==> config.mk <==
export PLATFORM = sky130hd
export DESIGN_NAME = row_span_edge_rasterizer_flat
export DESIGN_NICKNAME = d
export VERILOG_FILES = /design/src/design/rser_pkg.sv /design/src/design/rser_if.sv /design/src/design/row_span_edge_rasterizer.sv /design/src/design/rser_ram.sv /design/src/design/rser_div.sv /design/src/design/rser_ctrl.sv /design/src/design/rser_dp.sv /design/src/flat_wrapper.sv
export SDC_FILE = /design/constraint.sdc
export NUM_CORES = 2
export LEC_CHECK = 0
export ABC_AREA = 1
export BUFFER_PORTS_ARGS = -buffer_cell sky130_fd_sc_hd__buf_2
export CORE_MARGIN = 3
export CORE_UTILIZATION = 39
export DETAILED_ROUTE_END_ITERATION = 8
export GPL_TIMING_DRIVEN = 1
export SYNTH_ARGS = -nofsm -noshare
export SYNTH_HDL_FRONTEND = slang
export SYNTH_SLANG_ARGS = --single-unit
==> constraint.sdc <==
create_clock -name clock -period 15.7 [get_ports clock]
set_input_delay 1.57 -clock clock [delete_from_list [all_inputs] [get_ports clock]]
set_output_delay 1.57 -clock clock [all_outputs]
set_load 0.005 [all_outputs]
==> src/design/rser_pkg.sv <==
`timescale 1ns / 1ps
// ----------------------------------------------------------------------------
// rser_pkg
// Shared types and fixed widths of the row span edge rasterizer.
// ----------------------------------------------------------------------------
package rser_pkg;

   localparam int COORD_W    = 18;
   localparam int RADIUS_W   = 17;
   localparam int ROW_W      = 7;
   localparam int OUT_W      = 7;
   localparam int SLOPE_BITS = 16;

   typedef enum logic [1:0] {
      MODE_CLEAR,
      MODE_EDGE,
      MODE_VIEW,
      MODE_READ
   } mode_type;

   // which cell the table port works on
   typedef enum logic [2:0] {
      SEL_A,
      SEL_B,
      SEL_CUR,
      SEL_PREV,
      SEL_READ
   } sel_type;

   typedef enum logic [4:0] {
      ST_IDLE,
      ST_CLEAR,
      ST_VIEW,
      ST_A_RD,
      ST_A_WR,
      ST_B_RD,
      ST_B_WR,
      ST_DIV_GO,
      ST_DIV_WAIT,
      ST_SLOPE,
      ST_MUL,
      ST_SETUP,
      ST_WALK,
      ST_C_RD,
      ST_C_WR,
      ST_P_RD,
      ST_P_WR,
      ST_STEP,
      ST_RD_ROW,
      ST_LOAD
   } ctrl_state_type;

   typedef struct packed {
      logic    load;
      logic    clear;
      logic    view;
      logic    div_start;
      logic    slope;
      logic    mul;
      logic    setup;
      logic    step;
      logic    mark_wr;
      logic    out_load;
      sel_type sel;
   } cmd_type;

   typedef struct packed {
      logic dz_zero;
      logic div_done;
      logic walk_done;
      logic cur_ok;
      logic prev_ok;
      logic out_busy;
   } status_type;

endpackage

==> src/design/rser_if.sv <==
`timescale 1ns / 1ps
// ----------------------------------------------------------------------------
// rser_if
// Request and response channels of the row span edge rasterizer.
// ----------------------------------------------------------------------------
interface rser_req_if
   import rser_pkg::*;
();
   logic                       valid;
   logic                       ready;
   mode_type                   mode;
   logic signed [COORD_W-1:0]  p1x;
   logic signed [COORD_W-1:0]  p1z;
   logic signed [COORD_W-1:0]  p2x;
   logic signed [COORD_W-1:0]  p2z;
   logic signed [COORD_W-1:0]  center_x;
   logic signed [COORD_W-1:0]  center_z;
   logic        [RADIUS_W-1:0] radius;
   logic        [ROW_W-1:0]    row;

   modport source (
      output valid, mode, p1x, p1z, p2x, p2z, center_x, center_z, radius, row,
      input  ready
   );
   modport sink (
      input  valid, mode, p1x, p1z, p2x, p2z, center_x, center_z, radius, row,
      output ready
   );
endinterface

interface rser_rsp_if
   import rser_pkg::*;
();
   logic             valid;
   logic             ready;
   logic [OUT_W-1:0] row_xmin;
   logic [OUT_W-1:0] row_xmax;
   logic             row_empty;
   logic [OUT_W-1:0] bound_zmin;
   logic [OUT_W-1:0] bound_zmax;
   logic [OUT_W-1:0] bound_xmin;
   logic             bounds_empty;

   modport source (
      output valid, row_xmin, row_xmax, row_empty, bound_zmin, bound_zmax,
             bound_xmin, bounds_empty,
      input  ready
   );
   modport sink (
      input  valid, row_xmin, row_xmax, row_empty, bound_zmin, bound_zmax,
             bound_xmin, bounds_empty,
      output ready
   );
endinterface

==> src/design/row_span_edge_rasterizer.sv <==
`timescale 1ns / 1ps
// ----------------------------------------------------------------------------
// row_span_edge_rasterizer
// Per-row covered span table with edge walk, view square, clear and row read.
// ----------------------------------------------------------------------------
// Usage: one request beat on req_ch carries a mode and all operands; each
// request gives exactly one response beat on rsp_ch with the requested row's
// span and the overall bounds as they stand after the update.
// Sequence, from accept to the response register being loaded:
//   clear, view square : the clear or view state, then row read and load
//   read row           : row read, then load
//   add edge, no row coordinate change : mark both endpoints, read and load
//   add edge, otherwise : mark both endpoints, then the bit-serial slope
//   divider, slope, multiply and setup, then per row walked a read and write
//   of each row of the pair that is on the grid and a step, then a read of
//   the requested row and the load of the response.
// One request is worked at a time; req_ch.ready is high only while idle. The
// response register decouples the sides: a new request may be taken while a
// response waits; a job that finishes while the old beat still waits holds
// in its last state until the receiver takes that beat.
// Reset empties all rows and the bounds at once (flag bits, no clearing pass).
// ----------------------------------------------------------------------------
module row_span_edge_rasterizer
   import rser_pkg::*;
#(
   parameter int GRID_SIZE = 128,
   parameter int FRAC_BITS = 8
) (
   input  logic       clock,
   input  logic       reset,
   rser_req_if.sink   req_ch,
   rser_rsp_if.source rsp_ch
);
   cmd_type    cmd_w;
   status_type stat_w;

   rser_ctrl u_ctrl (
      .clock     (clock),
      .reset     (reset),
      .req_valid (req_ch.valid),
      .req_mode  (req_ch.mode),
      .req_ready (req_ch.ready),
      .stat      (stat_w),
      .cmd       (cmd_w)
   );

   rser_dp #(
      .GRID_SIZE (GRID_SIZE),
      .FRAC_BITS (FRAC_BITS)
   ) u_dp (
      .clock            (clock),
      .reset            (reset),
      .cmd              (cmd_w),
      .stat             (stat_w),
      .req_p1x          (req_ch.p1x),
      .req_p1z          (req_ch.p1z),
      .req_p2x          (req_ch.p2x),
      .req_p2z          (req_ch.p2z),
      .req_center_x     (req_ch.center_x),
      .req_center_z     (req_ch.center_z),
      .req_radius       (req_ch.radius),
      .req_row          (req_ch.row),
      .rsp_ready        (rsp_ch.ready),
      .rsp_valid        (rsp_ch.valid),
      .rsp_row_xmin     (rsp_ch.row_xmin),
      .rsp_row_xmax     (rsp_ch.row_xmax),
      .rsp_row_empty    (rsp_ch.row_empty),
      .rsp_bound_zmin   (rsp_ch.bound_zmin),
      .rsp_bound_zmax   (rsp_ch.bound_zmax),
      .rsp_bound_xmin   (rsp_ch.bound_xmin),
      .rsp_bounds_empty (rsp_ch.bounds_empty)
   );

   // a pending response beat is never overwritten
   a_no_overwrite: assert property (@(posedge clock) disable iff (reset)
      cmd_w.out_load |-> !stat_w.out_busy)
      else $error("response register loaded while a beat is pending");

   // the divider goes busy right after a start
   a_div_busy: assert property (@(posedge clock) disable iff (reset)
      cmd_w.div_start |=> !stat_w.div_done)
      else $error("divider did not start");

   // operands are captured only on an accepted request beat
   a_load_accept: assert property (@(posedge clock) disable iff (reset)
      cmd_w.load |-> (req_ch.valid && req_ch.ready))
      else $error("operands captured without a request beat");

   // a walk step never coincides with a table write or a response load
   a_step_walk: assert property (@(posedge clock) disable iff (reset)
      cmd_w.step |-> !cmd_w.out_load && !cmd_w.mark_wr)
      else $error("walk step overlaps another command");
endmodule

==> src/design/rser_ram.sv <==
`timescale 1ns / 1ps
// ----------------------------------------------------------------------------
// rser_ram
// Generic single write, single read RAM with registered read data.
// ----------------------------------------------------------------------------
module rser_ram #(
   parameter int WIDTH = 14,
   parameter int DEPTH = 128
) (
   input  logic                     clock,
   input  logic                     we,
   input  logic [$clog2(DEPTH)-1:0] waddr,
   input  logic [WIDTH-1:0]         wdata,
   input  logic [$clog2(DEPTH)-1:0] raddr,
   output logic [WIDTH-1:0]         rdata
);
   logic [WIDTH-1:0] mem_ff [DEPTH];
   logic [WIDTH-1:0] rdata_ff;

   always_ff @(posedge clock) begin
      if (we) begin
         mem_ff[waddr] <= wdata;
      end
      rdata_ff <= mem_ff[raddr];
   end

   assign rdata = rdata_ff;
endmodule

==> src/design/rser_div.sv <==
`timescale 1ns / 1ps
// ----------------------------------------------------------------------------
// rser_div
// Restoring unsigned divider, one quotient bit per cycle.
// ----------------------------------------------------------------------------
module rser_div #(
   parameter int DVD_W = 35,
   parameter int DSR_W = 19
) (
   input  logic             clock,
   input  logic             reset,
   input  logic             start,
   input  logic [DVD_W-1:0] dividend,
   input  logic [DSR_W-1:0] divisor,
   output logic             busy,
   output logic [DVD_W-1:0] quotient
);
   localparam int CNT_W = $clog2(DVD_W + 1);

   logic [DVD_W-1:0] quo_ff, quo_in;
   logic [DSR_W-1:0] rem_ff, rem_in;
   logic [DSR_W-1:0] dsr_ff, dsr_in;
   logic [CNT_W-1:0] cnt_ff, cnt_in;
   logic             busy_ff, busy_in;
   logic [DSR_W:0]   trial;
   logic             fits;

   always_comb begin
      trial  = {rem_ff, quo_ff[DVD_W-1]};
      fits   = trial >= {1'b0, dsr_ff};
      quo_in = quo_ff;
      rem_in = rem_ff;
      dsr_in = dsr_ff;
      cnt_in = cnt_ff;
      busy_in = busy_ff;
      if (start) begin
         quo_in  = dividend;
         rem_in  = '0;
         dsr_in  = divisor;
         cnt_in  = CNT_W'(DVD_W);
         busy_in = 1'b1;
      end else if (busy_ff) begin
         quo_in = {quo_ff[DVD_W-2:0], fits};
         rem_in = fits ? DSR_W'(trial - {1'b0, dsr_ff}) : trial[DSR_W-1:0];
         cnt_in = cnt_ff - CNT_W'(1);
         if (cnt_ff == CNT_W'(1)) begin
            busy_in = 1'b0;
         end
      end
   end

   always_ff @(posedge clock) begin
      if (reset) begin
         busy_ff <= 1'b0;
         cnt_ff  <= '0;
      end else begin
         busy_ff <= busy_in;
         cnt_ff  <= cnt_in;
      end
      quo_ff <= quo_in;
      rem_ff <= rem_in;
      dsr_ff <= dsr_in;
   end

   assign busy     = busy_ff;
   assign quotient = quo_ff;
endmodule

==> src/design/rser_ctrl.sv <==
`timescale 1ns / 1ps
// ----------------------------------------------------------------------------
// rser_ctrl
// Sequencer: accepts a request and steps the datapath through its mode.
// ----------------------------------------------------------------------------
module rser_ctrl
   import rser_pkg::*;
(
   input  logic       clock,
   input  logic       reset,
   input  logic       req_valid,
   input  mode_type   req_mode,
   output logic       req_ready,
   input  status_type stat,
   output cmd_type    cmd
);
   ctrl_state_type state_ff, state_in;

   always_comb begin
      state_in = state_ff;
      case (state_ff)
         ST_IDLE: begin
            if (req_valid) begin
               case (req_mode)
                  MODE_CLEAR: state_in = ST_CLEAR;
                  MODE_EDGE:  state_in = ST_A_RD;
                  MODE_VIEW:  state_in = ST_VIEW;
                  MODE_READ:  state_in = ST_RD_ROW;
                  default:    state_in = ST_IDLE;
               endcase
            end
         end
         ST_CLEAR:    state_in = ST_RD_ROW;
         ST_VIEW:     state_in = ST_RD_ROW;
         ST_A_RD:     state_in = ST_A_WR;
         ST_A_WR:     state_in = ST_B_RD;
         ST_B_RD:     state_in = ST_B_WR;
         ST_B_WR:     state_in = stat.dz_zero ? ST_RD_ROW : ST_DIV_GO;
         ST_DIV_GO:   state_in = ST_DIV_WAIT;
         ST_DIV_WAIT: state_in = stat.div_done ? ST_SLOPE : ST_DIV_WAIT;
         ST_SLOPE:    state_in = ST_MUL;
         ST_MUL:      state_in = ST_SETUP;
         ST_SETUP:    state_in = ST_WALK;
         ST_WALK: begin
            if (stat.walk_done) begin
               state_in = ST_RD_ROW;
            end else if (stat.cur_ok) begin
               state_in = ST_C_RD;
            end else if (stat.prev_ok) begin
               state_in = ST_P_RD;
            end
         end
         ST_C_RD:     state_in = ST_C_WR;
         ST_C_WR:     state_in = stat.prev_ok ? ST_P_RD : ST_STEP;
         ST_P_RD:     state_in = ST_P_WR;
         ST_P_WR:     state_in = ST_STEP;
         ST_STEP:     state_in = ST_WALK;
         ST_RD_ROW:   state_in = ST_LOAD;
         ST_LOAD:     state_in = stat.out_busy ? ST_LOAD : ST_IDLE;
         default:     state_in = ST_IDLE;
      endcase
   end

   always_comb begin
      cmd       = '0;
      cmd.sel   = SEL_A;
      req_ready = 1'b0;
      case (state_ff)
         ST_IDLE: begin
            req_ready = 1'b1;
            cmd.load  = req_valid;
         end
         ST_CLEAR:  cmd.clear = 1'b1;
         ST_VIEW:   cmd.view  = 1'b1;
         ST_A_RD:   cmd.sel   = SEL_A;
         ST_A_WR: begin
            cmd.sel     = SEL_A;
            cmd.mark_wr = 1'b1;
         end
         ST_B_RD:   cmd.sel   = SEL_B;
         ST_B_WR: begin
            cmd.sel     = SEL_B;
            cmd.mark_wr = 1'b1;
         end
         ST_DIV_GO: cmd.div_start = 1'b1;
         ST_SLOPE:  cmd.slope     = 1'b1;
         ST_MUL:    cmd.mul       = 1'b1;
         ST_SETUP:  cmd.setup     = 1'b1;
         ST_WALK: begin
            // both rows off the grid: just advance
            cmd.step = !stat.walk_done && !stat.cur_ok && !stat.prev_ok;
         end
         ST_C_RD:   cmd.sel = SEL_CUR;
         ST_C_WR: begin
            cmd.sel     = SEL_CUR;
            cmd.mark_wr = 1'b1;
         end
         ST_P_RD:   cmd.sel = SEL_PREV;
         ST_P_WR: begin
            cmd.sel     = SEL_PREV;
            cmd.mark_wr = 1'b1;
         end
         ST_STEP:   cmd.step = 1'b1;
         ST_RD_ROW: cmd.sel  = SEL_READ;
         ST_LOAD: begin
            cmd.sel      = SEL_READ;
            cmd.out_load = !stat.out_busy;
         end
         default: begin
            cmd = '0;
         end
      endcase
   end

   always_ff @(posedge clock) begin
      if (reset) begin
         state_ff <= ST_IDLE;
      end else begin
         state_ff <= state_in;
      end
   end
endmodule

==> src/design/rser_dp.sv <==
`timescale 1ns / 1ps
// ----------------------------------------------------------------------------
// rser_dp
// Datapath: span table, bounds, slope divider, edge walker, response register.
// ----------------------------------------------------------------------------
module rser_dp
   import rser_pkg::*;
#(
   parameter int GRID_SIZE = 128,
   parameter int FRAC_BITS = 8
) (
   input  logic                       clock,
   input  logic                       reset,
   input  cmd_type                    cmd,
   output status_type                 stat,
   input  logic signed [COORD_W-1:0]  req_p1x,
   input  logic signed [COORD_W-1:0]  req_p1z,
   input  logic signed [COORD_W-1:0]  req_p2x,
   input  logic signed [COORD_W-1:0]  req_p2z,
   input  logic signed [COORD_W-1:0]  req_center_x,
   input  logic signed [COORD_W-1:0]  req_center_z,
   input  logic        [RADIUS_W-1:0] req_radius,
   input  logic        [ROW_W-1:0]    req_row,
   input  logic                       rsp_ready,
   output logic                       rsp_valid,
   output logic        [OUT_W-1:0]    rsp_row_xmin,
   output logic        [OUT_W-1:0]    rsp_row_xmax,
   output logic                       rsp_row_empty,
   output logic        [OUT_W-1:0]    rsp_bound_zmin,
   output logic        [OUT_W-1:0]    rsp_bound_zmax,
   output logic        [OUT_W-1:0]    rsp_bound_xmin,
   output logic                       rsp_bounds_empty
);
   localparam int CW    = $clog2(GRID_SIZE);
   localparam int EW    = COORD_W + 2;
   localparam int CZ_W  = EW - FRAC_BITS;
   localparam int DX_W  = COORD_W + 1;
   localparam int DVD_W = DX_W + SLOPE_BITS;
   localparam int SL_W  = DVD_W + 1;
   localparam int ZF_W  = FRAC_BITS + 2;
   localparam int PR_W  = SL_W + ZF_W;
   localparam int XW    = SL_W + COORD_W - FRAC_BITS + 2;
   localparam int XH_W  = XW - SLOPE_BITS;
   localparam logic signed [EW-1:0]   RND   = EW'((1 << FRAC_BITS) - 1);
   localparam logic signed [EW-1:0]   ONE   = EW'(1 << FRAC_BITS);
   localparam logic signed [PR_W-1:0] RNDP  = PR_W'((1 << FRAC_BITS) - 1);
   localparam logic [XH_W-1:0]        XMAX  = XH_W'(GRID_SIZE - 2);
   localparam logic [CW-1:0]          CMARK = CW'(GRID_SIZE - 2);

   // truncate toward zero to a cell index
   function automatic logic signed [CZ_W-1:0] tcell(input logic signed [EW-1:0] v);
      logic signed [EW-1:0] t;
      t = v + ((v < 0) ? RND : '0);
      t = t >>> FRAC_BITS;
      return t[CZ_W-1:0];
   endfunction

   function automatic logic [CW-1:0] clampc(input logic signed [CZ_W-1:0] v,
                                            input int hi);
      if (v < 0) begin
         return '0;
      end else if (int'(v) > hi) begin
         return CW'(hi);
      end
      return CW'(v);
   endfunction

   function automatic logic rowok(input logic signed [CZ_W-1:0] z);
      return (z >= 0) && (int'(z) <= GRID_SIZE - 2);
   endfunction

   // request registers, endpoints ordered by row
   logic signed [COORD_W-1:0]  ax_ff, az_ff, bx_ff, bz_ff, cx_ff, cz_ff;
   logic        [RADIUS_W-1:0] rad_ff;
   logic        [ROW_W-1:0]    row_ff;
   logic                       swap;

   always_ff @(posedge clock) begin
      if (cmd.load) begin
         ax_ff  <= swap ? req_p2x : req_p1x;
         az_ff  <= swap ? req_p2z : req_p1z;
         bx_ff  <= swap ? req_p1x : req_p2x;
         bz_ff  <= swap ? req_p1z : req_p2z;
         cx_ff  <= req_center_x;
         cz_ff  <= req_center_z;
         rad_ff <= req_radius;
         row_ff <= req_row;
      end
   end
   assign swap = req_p2z < req_p1z;

   // edge setup
   logic signed [CZ_W-1:0]  m1z, m2z;
   logic        [CW-1:0]    acol, bcol;
   logic signed [DX_W-1:0]  dx, dz;
   logic        [DX_W-1:0]  dx_abs;
   logic        [DVD_W-1:0] quo;
   logic                    div_busy;
   logic signed [EW-1:0]    rem, zf;
   logic signed [ZF_W-1:0]  zfrac;

   assign m1z    = tcell(EW'(az_ff));
   assign m2z    = tcell(EW'(bz_ff));
   assign acol   = clampc(tcell(EW'(ax_ff)), GRID_SIZE - 2);
   assign bcol   = clampc(tcell(EW'(bx_ff)), GRID_SIZE - 2);
   assign dx     = DX_W'(bx_ff) - DX_W'(ax_ff);
   assign dz     = DX_W'(bz_ff) - DX_W'(az_ff);
   assign dx_abs = dx[DX_W-1] ? DX_W'(-dx) : DX_W'(dx);
   assign rem    = EW'(az_ff) - (EW'(m1z) <<< FRAC_BITS);
   assign zf     = ONE - rem;
   assign zfrac  = zf[ZF_W-1:0];

   rser_div #(
      .DVD_W (DVD_W),
      .DSR_W (DX_W)
   ) u_div (
      .clock    (clock),
      .reset    (reset),
      .start    (cmd.div_start),
      .dividend ({dx_abs, {SLOPE_BITS{1'b0}}}),
      .divisor  (dz),
      .busy     (div_busy),
      .quotient (quo)
   );

   // walker registers
   logic signed [SL_W-1:0] dxdz_ff, dxdz_in, qs;
   logic signed [PR_W-1:0] prod_ff, tq, tsh;
   logic signed [XW-1:0]   x_ff, x_in, xs;
   logic signed [CZ_W-1:0] z_ff, z_in, z_prev;
   logic        [XH_W-1:0] xh;
   logic        [CW-1:0]   wcol;

   always_comb begin
      qs      = SL_W'({1'b0, quo});
      dxdz_in = dx[DX_W-1] ? -qs : qs;
      tq      = prod_ff + ((prod_ff < 0) ? RNDP : '0);
      tsh     = tq >>> FRAC_BITS;
      x_in    = x_ff;
      z_in    = z_ff;
      if (cmd.setup) begin
         x_in = (XW'(ax_ff) <<< (SLOPE_BITS - FRAC_BITS)) + XW'(tsh);
         z_in = m1z + CZ_W'(1);
      end else if (cmd.step) begin
         x_in = x_ff + XW'(dxdz_ff);
         z_in = z_ff + CZ_W'(1);
      end
      xs = x_ff >>> SLOPE_BITS;
      xh = xs[XH_W-1:0];
      if (x_ff < 0) begin
         wcol = '0;
      end else if (xh > XMAX) begin
         wcol = CMARK;
      end else begin
         wcol = CW'(xh);
      end
   end
   assign z_prev = z_ff - CZ_W'(1);

   always_ff @(posedge clock) begin
      if (cmd.slope) begin
         dxdz_ff <= dxdz_in;
      end
      if (cmd.mul) begin
         prod_ff <= PR_W'(zfrac) * PR_W'(dxdz_ff);
      end
      x_ff <= x_in;
      z_ff <= z_in;
   end

   // table port
   logic        [CW-1:0]   mk_col;
   logic signed [CZ_W-1:0] mk_z;
   logic                   mk_ok;
   logic        [CW-1:0]   addr;
   logic        [2*CW-1:0] rdata, wdata;
   logic                   we;

   always_comb begin
      case (cmd.sel)
         SEL_A: begin
            mk_col = acol;
            mk_z   = m1z;
         end
         SEL_B: begin
            mk_col = bcol;
            mk_z   = m2z;
         end
         SEL_CUR: begin
            mk_col = wcol;
            mk_z   = z_ff;
         end
         SEL_PREV: begin
            mk_col = wcol;
            mk_z   = z_prev;
         end
         default: begin
            mk_col = '0;
            mk_z   = '0;
         end
      endcase
      mk_ok = rowok(mk_z);
      addr  = (cmd.sel == SEL_READ) ? CW'(row_ff) : CW'(mk_z);
   end

   // span flags and bounds
   logic [GRID_SIZE-1:0] valid_ff, valid_in, view_ff, view_in;
   logic [CW-1:0]        vxlo_ff, vxlo_in, vxhi_ff, vxhi_in;
   logic [CW-1:0]        zmin_ff, zmin_in, zmax_ff, zmax_in, xmin_ff, xmin_in;
   logic                 bvalid_ff, bvalid_in;
   logic [CW-1:0]        old_lo, old_hi, new_lo, new_hi;
   logic [CW-1:0]        vz_lo, vz_hi, vx_lo, vx_hi;
   logic signed [EW-1:0] rad_e;

   always_comb begin
      rad_e = EW'(rad_ff);
      vz_lo = clampc(tcell(EW'(cz_ff) - rad_e), GRID_SIZE - 1);
      vz_hi = clampc(tcell(EW'(cz_ff) + rad_e), GRID_SIZE - 1);
      vx_lo = clampc(tcell(EW'(cx_ff) - rad_e), GRID_SIZE - 1);
      vx_hi = clampc(tcell(EW'(cx_ff) + rad_e), GRID_SIZE - 1);

      // a row last set by the view square holds its span in vxlo/vxhi
      old_lo = view_ff[addr] ? vxlo_ff : rdata[2*CW-1:CW];
      old_hi = view_ff[addr] ? vxhi_ff : rdata[CW-1:0];
      new_lo = (valid_ff[addr] && old_lo < mk_col) ? old_lo : mk_col;
      new_hi = (valid_ff[addr] && old_hi > mk_col) ? old_hi : mk_col;
      we     = cmd.mark_wr && mk_ok;
      wdata  = {new_lo, new_hi};

      valid_in  = valid_ff;
      view_in   = view_ff;
      vxlo_in   = vxlo_ff;
      vxhi_in   = vxhi_ff;
      zmin_in   = zmin_ff;
      zmax_in   = zmax_ff;
      xmin_in   = xmin_ff;
      bvalid_in = bvalid_ff;
      if (cmd.clear) begin
         valid_in  = '0;
         view_in   = '0;
         bvalid_in = 1'b0;
      end else if (cmd.view) begin
         for (int i = 0; i < GRID_SIZE; i++) begin
            valid_in[i] = (CW'(i) >= vz_lo) && (CW'(i) <= vz_hi);
         end
         view_in   = valid_in;
         vxlo_in   = vx_lo;
         vxhi_in   = vx_hi;
         zmin_in   = vz_lo;
         zmax_in   = vz_hi;
         xmin_in   = vx_lo;
         bvalid_in = 1'b1;
      end else if (we) begin
         valid_in[addr] = 1'b1;
         view_in[addr]  = 1'b0;
         bvalid_in      = 1'b1;
         if (!bvalid_ff) begin
            zmin_in = addr;
            zmax_in = addr;
            xmin_in = mk_col;
         end else begin
            if (addr < zmin_ff) begin
               zmin_in = addr;
            end
            if (addr > zmax_ff) begin
               zmax_in = addr;
            end
            if (mk_col < xmin_ff) begin
               xmin_in = mk_col;
            end
         end
      end
   end

   always_ff @(posedge clock) begin
      if (reset) begin
         valid_ff  <= '0;
         view_ff   <= '0;
         bvalid_ff <= 1'b0;
      end else begin
         valid_ff  <= valid_in;
         view_ff   <= view_in;
         bvalid_ff <= bvalid_in;
      end
      vxlo_ff <= vxlo_in;
      vxhi_ff <= vxhi_in;
      zmin_ff <= zmin_in;
      zmax_ff <= zmax_in;
      xmin_ff <= xmin_in;
   end

   rser_ram #(
      .WIDTH (2 * CW),
      .DEPTH (GRID_SIZE)
   ) u_ram (
      .clock (clock),
      .we    (we),
      .waddr (addr),
      .wdata (wdata),
      .raddr (addr),
      .rdata (rdata)
   );

   // response register
   logic             rvalid_ff, rvalid_in;
   logic [OUT_W-1:0] rxmin_ff, rxmax_ff, bzmin_ff, bzmax_ff, bxmin_ff;
   logic             rempty_ff, bempty_ff;
   logic             rd_hit;

   assign rd_hit    = (int'(row_ff) < GRID_SIZE) && valid_ff[addr];
   assign rvalid_in = cmd.out_load || (rvalid_ff && !rsp_ready);

   always_ff @(posedge clock) begin
      if (reset) begin
         rvalid_ff <= 1'b0;
      end else begin
         rvalid_ff <= rvalid_in;
      end
      if (cmd.out_load) begin
         rxmin_ff  <= rd_hit ? OUT_W'(old_lo) : '0;
         rxmax_ff  <= rd_hit ? OUT_W'(old_hi) : '0;
         rempty_ff <= !rd_hit;
         bzmin_ff  <= bvalid_ff ? OUT_W'(zmin_ff) : '0;
         bzmax_ff  <= bvalid_ff ? OUT_W'(zmax_ff) : '0;
         bxmin_ff  <= bvalid_ff ? OUT_W'(xmin_ff) : '0;
         bempty_ff <= !bvalid_ff;
      end
   end

   assign rsp_valid        = rvalid_ff;
   assign rsp_row_xmin     = rxmin_ff;
   assign rsp_row_xmax     = rxmax_ff;
   assign rsp_row_empty    = rempty_ff;
   assign rsp_bound_zmin   = bzmin_ff;
   assign rsp_bound_zmax   = bzmax_ff;
   assign rsp_bound_xmin   = bxmin_ff;
   assign rsp_bounds_empty = bempty_ff;

   always_comb begin
      stat.dz_zero   = (dz == '0);
      stat.div_done  = !div_busy;
      stat.walk_done = z_ff > m2z;
      stat.cur_ok    = rowok(z_ff);
      stat.prev_ok   = rowok(z_prev);
      stat.out_busy  = rvalid_ff && !rsp_ready;
   end
endmodule

==> src/flat_wrapper.sv <==
// flat-port wrapper written by rule: the top's interface ports become plain ports
module row_span_edge_rasterizer_flat import rser_pkg::*;
#(
   parameter int GRID_SIZE = 128,
   parameter int FRAC_BITS = 8
)
  (clock, reset, req_ch_valid, req_ch_mode, req_ch_p1x, req_ch_p1z, req_ch_p2x, req_ch_p2z, req_ch_center_x, req_ch_center_z, req_ch_radius, req_ch_row, req_ch_ready, rsp_ch_valid, rsp_ch_row_xmin, rsp_ch_row_xmax, rsp_ch_row_empty, rsp_ch_bound_zmin, rsp_ch_bound_zmax, rsp_ch_bound_xmin, rsp_ch_bounds_empty, rsp_ch_ready);
  rser_req_if req_ch_i ();
  rser_rsp_if rsp_ch_i ();
  input  logic clock;
  input  logic reset;
  input wire logic [$bits(req_ch_i.valid)-1:0] req_ch_valid;
  input wire logic [$bits(req_ch_i.mode)-1:0] req_ch_mode;
  input wire logic [$bits(req_ch_i.p1x)-1:0] req_ch_p1x;
  input wire logic [$bits(req_ch_i.p1z)-1:0] req_ch_p1z;
  input wire logic [$bits(req_ch_i.p2x)-1:0] req_ch_p2x;
  input wire logic [$bits(req_ch_i.p2z)-1:0] req_ch_p2z;
  input wire logic [$bits(req_ch_i.center_x)-1:0] req_ch_center_x;
  input wire logic [$bits(req_ch_i.center_z)-1:0] req_ch_center_z;
  input wire logic [$bits(req_ch_i.radius)-1:0] req_ch_radius;
  input wire logic [$bits(req_ch_i.row)-1:0] req_ch_row;
  output wire logic [$bits(req_ch_i.ready)-1:0] req_ch_ready;
  output wire logic [$bits(rsp_ch_i.valid)-1:0] rsp_ch_valid;
  output wire logic [$bits(rsp_ch_i.row_xmin)-1:0] rsp_ch_row_xmin;
  output wire logic [$bits(rsp_ch_i.row_xmax)-1:0] rsp_ch_row_xmax;
  output wire logic [$bits(rsp_ch_i.row_empty)-1:0] rsp_ch_row_empty;
  output wire logic [$bits(rsp_ch_i.bound_zmin)-1:0] rsp_ch_bound_zmin;
  output wire logic [$bits(rsp_ch_i.bound_zmax)-1:0] rsp_ch_bound_zmax;
  output wire logic [$bits(rsp_ch_i.bound_xmin)-1:0] rsp_ch_bound_xmin;
  output wire logic [$bits(rsp_ch_i.bounds_empty)-1:0] rsp_ch_bounds_empty;
  input wire logic [$bits(rsp_ch_i.ready)-1:0] rsp_ch_ready;
  assign req_ch_i.valid = req_ch_valid;
  assign req_ch_i.mode = req_ch_mode;
  assign req_ch_i.p1x = req_ch_p1x;
  assign req_ch_i.p1z = req_ch_p1z;
  assign req_ch_i.p2x = req_ch_p2x;
  assign req_ch_i.p2z = req_ch_p2z;
  assign req_ch_i.center_x = req_ch_center_x;
  assign req_ch_i.center_z = req_ch_center_z;
  assign req_ch_i.radius = req_ch_radius;
  assign req_ch_i.row = req_ch_row;
  assign req_ch_ready = req_ch_i.ready;
  assign rsp_ch_valid = rsp_ch_i.valid;
  assign rsp_ch_row_xmin = rsp_ch_i.row_xmin;
  assign rsp_ch_row_xmax = rsp_ch_i.row_xmax;
  assign rsp_ch_row_empty = rsp_ch_i.row_empty;
  assign rsp_ch_bound_zmin = rsp_ch_i.bound_zmin;
  assign rsp_ch_bound_zmax = rsp_ch_i.bound_zmax;
  assign rsp_ch_bound_xmin = rsp_ch_i.bound_xmin;
  assign rsp_ch_bounds_empty = rsp_ch_i.bounds_empty;
  assign rsp_ch_i.ready = rsp_ch_ready;
  row_span_edge_rasterizer #(.GRID_SIZE(GRID_SIZE), .FRAC_BITS(FRAC_BITS)) u_core (.clock(clock), .reset(reset), .req_ch(req_ch_i), .rsp_ch(rsp_ch_i));
endmodule
Word level (Yosys, flattened, before mapping)
Memories as Yosys holds them, arrays and structs flattened. A register that Yosys moved wholly into a read port is not among the register bits. Cells that the tools add are included.

Register bits after elaboration: 689. Memory bits (writable): 1792. Input bits: 138. Output and inout bits: 39. Word-level logic and storage cells: 678. Memories: 1.

Memory list: u_core.u_dp.u_ram.mem_ff (words 128, width 14, rd ports 1, clocked after Yosys merged registers in 1, write ports 1, RTL line rser_ram.sv:17) `logic [WIDTH-1:0] mem_ff [DEPTH];`.

$add $sub $neg: 26. Multipliers: 1. Order comparisons: 295. Eq/ne operators: 32. Multiplexer cells: 114. Bitwise gates (word level): 4. Reduce and logical (&&, ||, !) cells: 168.

Operator list (number): $mux 128 (4); $ge 7x7->1 const A (64); $le 7x7->1 const A (64); $mux 7 (37); $ge 6x7->1 const A (32); $le 6x7->1 const A (32); $logic_and 1x1->1 (138); $and 128x128->128 (1); $not 128->128 (1); $or 128x128->128 (1); $ge 5x7->1 const A (16); $le 5x7->1 const A (16); $mux 35 (3); $mux 48 (2); $pmux 5 s18 (1); $add 19x9->20 (4); $add 18x9->19 (4); $lt 19x1->1 const B (4); $sub 18x18->19 (4); $lt 18x1->1 const B (4); $mux 18 (4); $mux 8 (9); $ge 4x7->1 const A (8); $le 4x7->1 const A (8); other kinds (74) (179).

Depth between registers and ports, before layout
Depth after elaboration: 14. Depth in mapped cells: 42. Gate-level depth less buffers: 42.

Cells and area by module
A second synthesis with hierarchy kept.

Cells, all modules: 15393. Area total of the unflattened synthesis: 138130.0 um2.

By module, submodules not included: rser_ram (times used 1, cells an instance 6108, area each 72853.6 um2, sequential area each 54091.9 um2); rser_dp (times used 1, cells an instance 8564, area each 59925.0 um2, sequential area each 15554.9 um2); rser_div (times used 1, cells an instance 602, area each 4702.0 um2, sequential area each 2142.1 um2); rser_ctrl (times used 1, cells an instance 119, area each 649.4 um2, sequential area each 100.1 um2).

Least setup slack after synthesis
Ideal clock, no wire load.

Path type: register -> register. Start: reg u_core.u_dp.az_ff[17]. End: mem u_core.u_dp.u_ram.mem_ff[0][0], data pin. Library setup time: 0.891 ns. Arrival: 7.992 ns. Required time: 14.809 ns. Slack: 6.818 ns. Cell stages (with the launch flop): 34. Buffers on the path: 3. Clock period less this slack: 8.882 ns. Cells stage by stage: edfxtp_1 -> ha_1 -> a21oi_1 -> nand3_1 -> a21oi_1 -> inv_1 -> ha_1 -> nand3_1 -> nand2_1 -> nor2_4 -> nand3_4 -> buf_2 -> nand2_1 -> o21ai_0 -> nand2_1 -> nand2_1 -> o21ai_0 -> nand2_1 -> o21ai_0 -> nand2_1 -> nor2_2 -> buf_4 -> nand2_1 -> and2_1 -> inv_1 -> ha_1 -> a21oi_1 -> o21ai_0 -> a221oi_1 -> o21ai_0 -> o21ai_0 -> nor2_2 -> buf_6 -> a21oi_1.

Word-level cells in the longest chain between the ends: 11. Elaborated cells on any way between the ends: 13. Classes of those cells: add/sub (1); order compare (2); mux (9); reduce/logical (1).

RTL lines: from (decl) (RTL line rser_dp.sv:73) `logic signed [COORD_W-1:0] ax_ff, az_ff, bx_ff, bz_ff, cx_ff, cz_ff;`; from (signal assigned) (RTL line rser_dp.sv:81) `az_ff <= swap ? req_p2z : req_p1z;`; $lt 18x1->1 (RTL line rser_dp.sv:53) `t = v + ((v < 0) ? RND : '0);`; $mux 8 (RTL line rser_dp.sv:53); $add 18x9->19 (RTL line rser_dp.sv:53); $pmux 12 s4 (RTL line rser_dp.sv:180) `case (cmd.sel)`; $mux 7 (RTL line rser_dp.sv:203) `addr = (cmd.sel == SEL_READ) ? CW'(row_ff) : CW'(mk_z);`; $bmux 1 s7 (RTL line rser_dp.sv:224) `old_hi = view_ff[addr] ? vxhi_ff : rdata[CW-1:0];`; $mux 1 (not written as such) (RTL line rser_dp.sv:224); $mux 7 (RTL line rser_dp.sv:224); via u_core.u_dp.old_hi[2] (RTL line rser_dp.sv:211) `logic [CW-1:0] old_lo, old_hi, new_lo, new_hi;`; $gt 7x7->1 (RTL line rser_dp.sv:226) `new_hi = (valid_ff[addr] && old_hi > mk_col) ? old_hi : mk_col;`; $logic_and 1x1->1 (RTL line rser_dp.sv:226); $mux 7 (RTL line rser_dp.sv:226); via u_core.u_dp.new_hi[0] (RTL line rser_dp.sv:211); to (decl) (RTL line rser_ram.sv:17).

The timed path passes the listed nets, and every way through them passes these cells. The select of a mux whose other input is x is not followed.

Worst setup path in the final report
Start: reg u_core.u_dp.az_ff[17]. End: reg u_core.u_dp.prod_ff[39], data pin.

Word-level cells in the longest chain between the ends: 6.

RTL lines: $lt 18x1->1 (RTL line rser_dp.sv:53); $mux 8 (RTL line rser_dp.sv:53); $add 18x9->19 (RTL line rser_dp.sv:53); $sub 10x10->10 (RTL line rser_dp.sv:109) `assign rem = EW'(az_ff) - (EW'(m1z) <<< FRAC_BITS);`; $sub 10x10->10 (RTL line rser_dp.sv:110) `assign zf = ONE - rem;`; $mul 10x36->46 (RTL line rser_dp.sv:165) `prod_ff <= PR_W'(zfrac) * PR_W'(dxdz_ff);`; to (signal assigned) (RTL line rser_dp.sv:165); to (decl) (RTL line rser_dp.sv:128) `logic signed [PR_W-1:0] prod_ff, tq, tsh;`.

No other way between the ends. A chain may end at the register's enable or synchronous reset.

==> qor.txt <==
Outcome = finished, violations left
Failing checks = DRC
WHS = 0.474 ns
Site Rows = 212
Worst Hold Class = reg2reg
H-tree Lvls = 5
Slew Limit Fails = 0
ANT nets after route = 0
Placed cell count = 17.5k
Post-Syn Instances = 13.2k
Count of cell types in the netlist = 71
Delay-heaviest family, CP = adder cells
Final min period = 10.15 ns
DP HPWL = 301000 µm
# nets final = 14.3k
Compound-gate portion of the synthesized area = 12.0%
Final setup violation count = 0
Worst path bufs/invs = 6
Placed Area = 0.137 mm²
Synth Warn # = 0
Post-CTS Setup Bufs = 0
Slowest cell delay on critical path = 0.59 ns
Max Clock Skew = 0.102 ns
Clock sink count = 2495
Setup CP Type = reg2reg
IO Port Bufs = 176
Avg Cell Area, Syn = 9.90 µm²
Post-synthesis simple-gate area fraction = 16.0%
Hold depth = 2
Hold Fails Final Rpt = 0
DRT Wirelength = 450000 µm
Core area = 0.334 mm²
Largest net degree at the start of global routing = 116
Root Buffer = clkbuf_16
CP Launch Type = flop
Sequential area share after synthesis = 54.8%
Rel. slew slack = 11.9%
Main combinational cell family by area after synthesis = simple AND/OR/NAND/NOR gates
Routed via count = 101k
DRC Markers = 1
Chip width = 585 µm
Share of the synthesized area in the top cell type = 50.0%
Die Ht = 585 µm
Routability Congestion = 0.979
Adder and majority gate portion of the synthesized area = 8.90%
Grt ovf = 0
Post-route cell area = 0.146 mm²
Post-Synth XOR/XNOR Area = 1.81%
Initial Util = 39.2%
Synth-to-Final Area Change = 11.8%
Fmax = 98.5 MHz
CP max stage cell = edfxtp_1
Layout cell share with drive strength beyond 1 = 7.94%
Via/cell ratio = 5.63
Final worst-path cycle share = 64.7%
Sum of negative setup slack = 0 ns
First-pass DRT Iterations = 9
Synth Register Bits = 2495
Worst Max-Slew Pin Slew = 1.31 ns
Number of flops mapped to enable cells by yosys = 2176
Global-route wire length before repair = 651000 µm
Clk Latency, worst-skew pair = 0.94 ns
Ys async rst share = 0%
Main synth FF type = edfxtp_1
Worst R2R Setup Slack = 5.55 ns
I/O Pins = 177
Drt initial violations = 12.4k
Die area = 0.342 mm²
Mux cell area share after synthesis = 0.00765%
Initial antenna violation count = 26
Hold_buf cts = 0
Worst-path clk slew = 0.06 ns
Fin cells = 18.0k
WL per Instance = 25.0 µm
CTS tree = done
Crit path max fanout = 20
Clock buffer depth = 4
WP depth = 38
Worst endpoint data arrival time = 10.76 ns
Worst r2r path cells = 38
Setup crit end kind = flop
CTS Buf Count = 278
Tot GR Track Use = 25.6%
Vias in the first global route = 95.5k
Synth top area cells = edfxtp_1 (50%), nand2_1 (7.5%), dfxtp_1 (4.9%)
Post_cts resized = 0
Critical Path RT = 16.31 ns
Max-Cap Viols = 0
RSZ-0062 raised after global routing = no
Area leader, netlist = edfxtp_1
Post-synthesis cell area = 0.131 mm²
## cell usage after synthesis (61+ instances only)
| library cell | instances |
|---|---|
| a21oi_1 | 708 |
| a221oi_1 | 210 |
| a22o_1 | 123 |
| a22oi_1 | 247 |
| a31oi_1 | 97 |
| buf_1 | 67 |
| buf_2 | 175 |
| clkbuf_1 | 274 |
| dfxtp_1 | 319 |
| edfxtp_1 | 2176 |
| fa_1 | 308 |
| ha_1 | 437 |
| inv_1 | 1585 |
| nand2_1 | 2608 |
| nand3_1 | 481 |
| nand4_1 | 315 |
| nor2_1 | 1188 |
| nor3_1 | 128 |
| o21ai_0 | 869 |
| o21ai_1 | 78 |
| o22ai_1 | 61 |
| xnor2_1 | 73 |
| xor2_1 | 193 |
## placed cells by master (no fill, tap or decap), drive strengths merged, types with 23 or more instances in the layout
cell,instances
xnor2,73
ha,437
clkbuf,358
o22ai,61
nand2,2648
xor2,195
a22oi,247
buf,430
nor3,128
fa,308
nand3,493
nor2,1234
edfxtp,2176
o21ai,951
a22o,123
nor4,26
clkinv,109
inv,1645
nand4,326
dfxtp,319
a221oi,210
a31oi,97
a21oi,715
o31ai,23
## kinds of logic after synthesis
group                    after synthesis
AO/OA/AOI/OAI                       2593
multiplexers                           1
AND/OR/NAND/NOR                     4931
other                                  1
flip-flops                          2495
adder cells (fa/ha/maj)              745
XOR/XNOR                             268
buffers and inverters               2176
## through the flow
step	worst slack [ns]	util, %
2_1_floorplan	6.82	-
3_3_place_gp	5.69	41.2
3_5_place_dp	5.58	41.2
4_1_cts	5.49	43.8
5_1_grt	4.70	43.8
6_report	5.55	43.8
## layer usage
metal  up-vias  part of all wire, %  wire, µm  GRT usage [%]
met5         -                0.010        46              0
met4         6                  5.8     26300           13.3
met3      1015                  8.6     38600           4.02
met2      4835                   45    205000           40.6
met1     49500                   40    181000           33.9
li1      46000                    -         -              -
## path summary, 6_finish.rpt
| kind | from | endpoint |
|---|---|---|
| worst min-delay path | u_core.u_dp.u_div.rem_ff[13]$_SDFFE_PP0P_ | u_core.u_dp.u_div.rem_ff[13]$_SDFFE_PP0P_ |
| worst max register to register | u_core.u_dp.az_ff[17]$_DFFE_PP_ | u_core.u_dp.prod_ff[39]$_DFFE_PP_ |
| worst max-delay path | u_core.u_dp.az_ff[17]$_DFFE_PP_ | u_core.u_dp.prod_ff[39]$_DFFE_PP_ |
| worst min register to register | u_core.u_dp.u_div.rem_ff[13]$_SDFFE_PP0P_ | u_core.u_dp.u_div.rem_ff[13]$_SDFFE_PP0P_ |
## sequential cells by signal, summed over array words and instances (netlist names), 19 cells and up
register / count
u_core.u_dp.u_ram.mem_ff: 1792
u_core.u_dp.x_ff: 48
u_core.u_dp.u_div.dsr_ff: 19
u_core.u_dp.u_div.rem_ff: 19
u_core.u_dp.u_div.quotient: 35
u_core.u_dp.view_ff: 128
u_core.u_dp.dxdz_ff: 36
u_core.u_dp.prod_ff: 46
u_core.u_dp.valid_ff: 128
## area by class of cell
cell class | instances | area [µm²]
antenna | 11 | 27.5
clock buffer | 358 | 7570
clock inverter | 134 | 1140
fill | 31800 | 188000
inverter | 1638 | 6170
multi-input combinational | 8552 | 51200
sequential | 2495 | 71700
tap | 4387 | 5490
timing repair buffer | 430 | 2890
## worst register-to-register path, delay by kind of cell (launching register included)
kind            cells  cell delay [ns]
fa+ha+maj           8             3.72
xor+xnor            2             0.35
buf+inv             6             0.98
compound gates     13             3.12
flops               1             0.59
simple gates        9             1.13
Power is not shown: default switching activity piles up to over one toggle a cycle in this logic, so the estimate is an artifact.
